File: src/hdl/block_pool_allocator_core_defines.svh
// Assertion macros shared by the block pool allocator RTL.
`ifndef BLOCK_POOL_ALLOCATOR_CORE_DEFINES_SVH
`define BLOCK_POOL_ALLOCATOR_CORE_DEFINES_SVH

// The consequent must hold in the same cycle as the antecedent.
`define BPA_ASSERT_NOW(label, clk, rst, ante, cons, msg) \
   label: assert property (@(posedge clk) disable iff (rst) (ante) |-> (cons)) else $error(msg);

// The consequent must hold in the cycle after the antecedent.
`define BPA_ASSERT_NEXT(label, clk, rst, ante, cons, msg) \
   label: assert property (@(posedge clk) disable iff (rst) (ante) |=> (cons)) else $error(msg);

`endif

File: src/hdl/bpa_pkg.sv
`default_nettype none

package bpa_pkg;

   localparam int unsigned IndexW = 8;
   localparam int unsigned CountW = 9;
   localparam int unsigned StatusW = 2;
   localparam int unsigned IndexSpan = 2 ** IndexW;
   localparam int unsigned DefaultPoolDepth = 256;

   localparam logic OpAlloc = 1'b0;
   localparam logic OpFree = 1'b1;

   localparam logic [StatusW-1:0] StatusOk = 2'd0;
   localparam logic [StatusW-1:0] StatusEmpty = 2'd1;
   localparam logic [StatusW-1:0] StatusRange = 2'd2;

   typedef struct packed {
      logic              en;
      logic [IndexW-1:0] addr;
      logic [IndexW-1:0] data;
   } bpa_wr_type;

endpackage

`default_nettype wire

File: src/hdl/bpa_link_ram.sv
`default_nettype none

module bpa_link_ram #(
   parameter int unsigned DEPTH = bpa_pkg::DefaultPoolDepth
) (
   input  wire                           clock,
   input  wire  bpa_pkg::bpa_wr_type     wr,
   input  wire                           rd_en,
   input  wire  [bpa_pkg::IndexW-1:0]    rd_addr,
   output logic [bpa_pkg::IndexW-1:0]    rd_data
);
   import bpa_pkg::*;

   localparam int unsigned AddrW = (DEPTH > 1) ? $clog2(DEPTH) : 1;

   logic [IndexW-1:0] link_mem [DEPTH];
   logic [IndexW-1:0] rd_data_ff;

   always_ff @(posedge clock) begin
      if (wr.en) begin
         link_mem[wr.addr[AddrW-1:0]] <= wr.data;
      end
   end

   always_ff @(posedge clock) begin
      if (rd_en) begin
         rd_data_ff <= link_mem[rd_addr[AddrW-1:0]];
      end
   end

   assign rd_data = rd_data_ff;

endmodule

`default_nettype wire

File: src/hdl/block_pool_allocator_core.sv
`default_nettype none
`include "block_pool_allocator_core_defines.svh"

// Channel  Direction  Handshake           Transaction
// req      in         req_valid/req_stall opcode and block index
// rsp      out        rsp_valid/rsp_stall granted index, status, free count
// csr      in         csr_valid/csr_ready pool size, restarts the pool
//
// The link table read is issued when a request is accepted, and the update
// commits once the result register is empty or being drained.
// A new request is not taken until the one before it has committed.
// A stalled result holds the commit, so the request side stalls behind it.
// Reset is synchronous and leaves a full pool of the largest size; the link
// table needs no clearing pass.

module block_pool_allocator_core #(
   parameter int unsigned POOL_DEPTH = bpa_pkg::DefaultPoolDepth
) (
   input  wire                          clock,
   input  wire                          reset,
   input  wire                          req_valid,
   output logic                         req_stall,
   input  wire                          req_opcode,
   input  wire  [bpa_pkg::IndexW-1:0]   req_block_index,
   output logic                         rsp_valid,
   input  wire                          rsp_stall,
   output logic [bpa_pkg::IndexW-1:0]   rsp_granted_index,
   output logic [bpa_pkg::StatusW-1:0]  rsp_status,
   output logic [bpa_pkg::CountW-1:0]   rsp_free_count,
   input  wire                          csr_valid,
   output logic                         csr_ready,
   input  wire  [bpa_pkg::CountW-1:0]   csr_blocks_in_use
);
   import bpa_pkg::*;

   localparam int unsigned CountTop = (POOL_DEPTH < IndexSpan) ? POOL_DEPTH : IndexSpan;
   localparam int unsigned MemDepth = CountTop;
   localparam logic [CountW-1:0] CountTopW = CountW'(CountTop);

   logic                busy_ff, busy_in;
   logic                op_ff, op_in;
   logic [IndexW-1:0]   idx_ff, idx_in;
   logic [CountW-1:0]   biu_ff, biu_in;
   logic [IndexW-1:0]   head_ff, head_in;
   logic                hv_ff, hv_in;
   logic [CountW-1:0]   ft_ff, ft_in;
   logic [CountW-1:0]   lp_ff, lp_in;
   logic                rsp_valid_ff, rsp_valid_in;
   logic [IndexW-1:0]   granted_ff, granted_in;
   logic [StatusW-1:0]  status_ff, status_in;
   logic [CountW-1:0]   free_ff, free_in;

   logic                req_accept;
   logic                commit;
   logic                csr_write;
   logic                prep;
   logic                head_hit;
   logic                head_in_range;
   logic [CountW-1:0]   lp_plus1;
   logic [IndexW-1:0]   link_value;
   logic [IndexW-1:0]   rd_data;
   logic [CountW-1:0]   cap;
   bpa_wr_type          wr;

   bpa_link_ram #(
      .DEPTH (MemDepth)
   ) u_link_ram (
      .clock   (clock),
      .wr      (wr),
      .rd_en   (req_accept),
      .rd_addr (head_ff),
      .rd_data (rd_data)
   );

   assign req_stall = busy_ff;
   assign csr_ready = !busy_ff;
   assign req_accept = req_valid && !req_stall;
   assign csr_write = csr_valid && csr_ready;
   assign commit = busy_ff && (!rsp_valid_ff || !rsp_stall);

   assign prep = (op_ff == OpAlloc) && (lp_ff < biu_ff);
   assign lp_plus1 = lp_ff + CountW'(1);
   assign head_hit = prep && ({1'b0, head_ff} == lp_ff);
   assign head_in_range = 32'(head_ff) < POOL_DEPTH;

   // The link being prepared by this same allocate is not yet in the table.
   assign link_value = head_hit ? lp_plus1[IndexW-1:0] :
                       (head_in_range ? rd_data : '0);

   always_comb begin
      if (csr_blocks_in_use == '0) begin
         cap = CountW'(1);
      end else if (csr_blocks_in_use > CountTopW) begin
         cap = CountTopW;
      end else begin
         cap = csr_blocks_in_use;
      end
   end

   always_comb begin
      busy_in = busy_ff;
      op_in = op_ff;
      idx_in = idx_ff;
      biu_in = biu_ff;
      head_in = head_ff;
      hv_in = hv_ff;
      ft_in = ft_ff;
      lp_in = lp_ff;
      rsp_valid_in = rsp_valid_ff;
      granted_in = granted_ff;
      status_in = status_ff;
      free_in = free_ff;
      wr = '0;

      if (req_accept) begin
         busy_in = 1'b1;
         op_in = req_opcode;
         idx_in = req_block_index;
      end

      if (rsp_valid_ff && !rsp_stall) begin
         rsp_valid_in = 1'b0;
      end

      if (commit) begin
         busy_in = 1'b0;
         rsp_valid_in = 1'b1;
         granted_in = '0;
         status_in = StatusOk;
         if (op_ff == OpAlloc) begin
            if (prep) begin
               wr.en = 1'b1;
               wr.addr = lp_ff[IndexW-1:0];
               wr.data = lp_plus1[IndexW-1:0];
               lp_in = lp_plus1;
            end
            if (ft_ff != '0) begin
               granted_in = head_ff;
               ft_in = ft_ff - CountW'(1);
               if (ft_in != '0) begin
                  head_in = link_value;
               end else begin
                  hv_in = 1'b0;
               end
            end else begin
               status_in = StatusEmpty;
            end
         end else begin
            if ({1'b0, idx_ff} >= biu_ff) begin
               status_in = StatusRange;
            end else begin
               if (hv_ff) begin
                  wr.en = 1'b1;
                  wr.addr = idx_ff;
                  wr.data = head_ff;
               end
               head_in = idx_ff;
               hv_in = 1'b1;
               if (ft_ff != '1) begin
                  ft_in = ft_ff + CountW'(1);
               end
            end
         end
         free_in = ft_in;
      end

      if (csr_write) begin
         biu_in = cap;
         ft_in = cap;
         head_in = '0;
         hv_in = 1'b1;
         lp_in = '0;
      end
   end

   always_ff @(posedge clock) begin
      if (reset) begin
         busy_ff <= 1'b0;
         rsp_valid_ff <= 1'b0;
         biu_ff <= CountTopW;
         head_ff <= '0;
         hv_ff <= 1'b1;
         ft_ff <= CountTopW;
         lp_ff <= '0;
      end else begin
         busy_ff <= busy_in;
         rsp_valid_ff <= rsp_valid_in;
         biu_ff <= biu_in;
         head_ff <= head_in;
         hv_ff <= hv_in;
         ft_ff <= ft_in;
         lp_ff <= lp_in;
      end
   end

   always_ff @(posedge clock) begin
      op_ff <= op_in;
      idx_ff <= idx_in;
      granted_ff <= granted_in;
      status_ff <= status_in;
      free_ff <= free_in;
   end

   assign rsp_valid = rsp_valid_ff;
   assign rsp_granted_index = granted_ff;
   assign rsp_status = status_ff;
   assign rsp_free_count = free_ff;

   `BPA_ASSERT_NOW(a_head_live, clock, reset, 1'b1, hv_ff == (ft_ff != '0), "head valid mismatch")
   `BPA_ASSERT_NOW(a_prep_bounded, clock, reset, 1'b1, lp_ff <= biu_ff, "links beyond pool size")
   `BPA_ASSERT_NEXT(a_commit, clock, reset, commit, !busy_ff && rsp_valid_ff, "commit lost")

endmodule

`default_nettype wire

File: config.mk
export PLATFORM = sky130hd
export DESIGN_NAME = block_pool_allocator_core
export DESIGN_NICKNAME = d
export VERILOG_FILES = /design/src/hdl/bpa_pkg.sv /design/src/hdl/bpa_link_ram.sv /design/src/hdl/block_pool_allocator_core.sv
export VERILOG_INCLUDE_DIRS = /design/src /design/src/hdl
export SDC_FILE = /design/constraint.sdc
export NUM_CORES = 2
export LEC_CHECK = 0
export ABC_AREA = 1
export BUFFER_PORTS_ARGS = -buffer_cell sky130_fd_sc_hd__buf_2
export CORE_ASPECT_RATIO = 1.1
export CORE_MARGIN = 10
export CORE_UTILIZATION = 35
export DETAILED_ROUTE_END_ITERATION = 12
export SLEW_MARGIN = 20
export SYNTH_ARGS = -nofsm -noshare
export SYNTH_HDL_FRONTEND = slang
export SYNTH_SLANG_ARGS = --single-unit
File: constraint.sdc
create_clock -name clock -period 21.3 [get_ports clock]
set_clock_uncertainty 0.05 [all_clocks]
set_input_delay 4.26 -clock clock [delete_from_list [all_inputs] [get_ports clock]]
set_output_delay 4.26 -clock clock [all_outputs]
set_load 0.02 [all_outputs]
==> impl_metrics.ini <==
[run_status]
status = completed

[placement]
gp_congestion = 0.907
placed_cell_area_um2 = 90400
dp_cells = 10400
hpwl_um = 137000
dp_slack_ns = 12.34
port_buffers = 44

[die]
core.rowCount = 192
start_util = 0.351
die-area_um2 = 270000
die_w_um = 496
die_h_um = 544
coreArea_um2 = 249000
io_pins = 45

[synthesis]
netlist.area_leader.share = 0.716
yosys_warnings = 0
postSynthCellCount = 7525
yosysUniqueCellTypes = 42
synthesis.area_um2 = 87400
synth_seq_cells = 2122
syn_area_per_cell_um2 = 11.6
synth_xor_area_frac = 0.00160
synth_top_family_by_area = simple AND/OR/NAND/NOR gates
ys_top_cells_by_area = edfxtp_1 (72%), nand3_1 (12%), nand2_1 (9.7%), nor2_1 (1.3%), buf_2 (1.2%)
synth_top_area_cell = edfxtp_1
muxShareOfSynthArea = 0
synth_compound_area_frac = 0.00597
synthesis.nets = 7568
synthAdderAreaFrac = 0.00286
ys_seq_area_frac = 0.725
yosys.area_share.simple = 0.235

[clock_tree]
cts.clk_slew.worst_paths_ns = 0.06
htree_levels = 4
cts_hold_buffers = 0
cts.path.max_buffers = 3
clk_latency_ns = 0.86
cts_buffers = 198
cts_num_sinks = 2122
cts_tree = done
ctsResizeCount = 0
cts_setup_buffers = 0
cts_root_buf = clkbuf_16

[drt]
wl_per_cell_um = 22.3
vias = 57400
first_pass_iters = 10
drc = 0
drtIter0Drc = 7036
drt_wl_total_um = 241000
viasPerCell = 5.31
ant_nets = 0

[timing]
maxSlewViolCount = 0
final-setup-viol-count = 0
hold_ws_ns = 0.447
slew_headroom = 0.244
fin_ws_ns = 13.14
post-route-period-util = 0.383
max_freq_ghz = 0.123
rsz0062_at_grt = no
fin_setup_tns_ns = 0
finalHoldViolCount = 0
tightest_slew_ns = 1.13
final.min_clock_period_ns = 8.16

[critical_path]
crit_buf_inv = 5
critPathTopFamily = buffers and inverters
cp_slowest_cell = buf_4
cp.arrival_ns = 8.62
ff2ff_setup_slack_ns = 15.72
max_stage_delay_ns = 0.79
crit_chain = buf_2, nand2_1, nand2_1, inv_1, nand3_1, o21ai_4, buf_4, buf_12, buf_4
worstPathMaxFanout = 139
cp.required_ns = 21.76
crit_path_start_kind = input port
rr_worst_depth = 11
end_kind = register
path_class = input port to register
reg2reg_to = u_link_ram.link_mem[85][2]$_DFFE_PP_
reg2reg_from = idx_ff[6]$_DFFE_PP_

[power]
power.total_mw = 8.90
p_int_mw = 6.87
ir_worst_vdd_mv = 0.0671
pwr_density_cell_nw_per_um2 = 91.6
power_switching_mw = 2.02
p_seq_frac = 0.515
clkPwrFrac = 0.415
power_leakage_nw = 32.8
comb_power_share = 0.070
p_sw_frac = 0.227

[hold_path]
hold_path_class = register to register
min_to = rsp_valid$_SDFFE_PP0P_
worstHoldStart = rsp_valid$_SDFFE_PP0P_
whs_path_depth = 2

[finish]
n_fill_cell = 23400
seq_area_um2 = 63400
mostFrequentLayoutCell = nand2_1
nNetsFinal = 7394
utilization = 0.391
multi_input_area_um2 = 21600
finalNonFillerCells = 10800
syn2layout_area_growth_pct = 11.2
drive_above_1_share = 0.0685
layout_common_cells = nand2_1 (2250), edfxtp_1 (2084), nand3_1 (2063)
stdcell_area_um2 = 97200

[grt]
grt_pass1_vias = 55300
grt_start_max_net_pins = 219
grt_overflow = 0
grt_pass1_wl_um = 356000
antenna_found_initial = 4
track_usage = 0.173

[run]
cap_violations = 0
[power by group through the flow]
stage | Combinational [mW] | Sequential, mW | Clock [mW]
final | 0.621 | 4.58 | 3.70
after global routing | 0.678 | 4.58 | 3.92
after CTS | 0.614 | 4.58 | 3.75
after detailed placement | 0.612 | 4.67 | 0
after global placement | 0.609 | 4.67 | 0
after floorplan | 0.406 | 4.67 | 0
[logic make-up (layout without fill, tap and decap cells)]
kind of cell    after synthesis  count (layout)
compound gates               94              94
xor+xnor                     16              16
fa+ha+maj                    20              20
buf+inv                     576             564
flops                      2122            2122
other cells                   0               1
simple gates               4697            4697
[area by class of cell]
type | count | share of cell area
sequential | 2122 | 0.652
multi-input combinational | 4827 | 0.222
clock buffer | 234 | 0.0528
tap | 3298 | 0.0425
clock inverter | 128 | 0.0168
antenna | 1 | 0.0000258
timing repair buffer | 128 | 0.0104
inverter | 74 | 0.00312
[sequential cells by signal, summed over array words and instances (netlist names)]
signal               count
biu_ff                   9
ft_ff                    9
head_ff                  8
hv_ff                    1
idx_ff                   8
lp_ff                    9
op_ff                    1
req_stall                1
rsp_free_count           9
rsp_granted_index        8
rsp_status               2
rsp_valid                1
u_link_ram.link_mem   2048
u_link_ram.rd_data       8
[Yosys cell counts, drive strengths merged]
cell     number
o2111ai       1
o21ai        43
clkinv        4
and2          2
clkbuf      218
nor3          3
xor2         14
dfxtp        38
inv          70
a211oi        1
nand4         7
nand3b        3
buf         284
xnor2         2
nor2        320
a22oi         1
nand3      2071
nand2      2286
nor2b         4
edfxtp     2084
a21oi        35
ha           20
o211ai        2
a21o          1
nor4          1
o22ai        10
[metal layers]
metal	wire length, um	global-route usage	vias up
li1	-	-	26300
met1	97700	0.230	28100
met2	115000	0.286	2580
met3	19300	0.0262	419
met4	9500	0.0661	0
met5	0	0	-
[worst max path at each step]
stage / depth (start not counted) / start / endpoint / slack [ns]
floorplan: 6 / rsp_stall / u_link_ram.link_mem[0][0]$_DFFE_PP_ / 3.93
global placement: 9 / rsp_stall / u_link_ram.link_mem[88][2]$_DFFE_PP_ / 12.35
detailed placement: 9 / rsp_stall / u_link_ram.link_mem[126][2]$_DFFE_PP_ / 12.34
CTS: 9 / rsp_stall / u_link_ram.link_mem[85][2]$_DFFE_PP_ / 13.24
global route: 9 / rsp_stall / u_link_ram.link_mem[112][2]$_DFFE_PP_ / 12.98
finish: 9 / rsp_stall / u_link_ram.link_mem[85][2]$_DFFE_PP_ / 13.14
[worst min-delay path: stages (launching register included)]
cell     delay (ns)
dfxtp_1        0.30
nand2_1        0.08
a21oi_1        0.06
No activity file was read; power rests on OpenSTA's default activity.
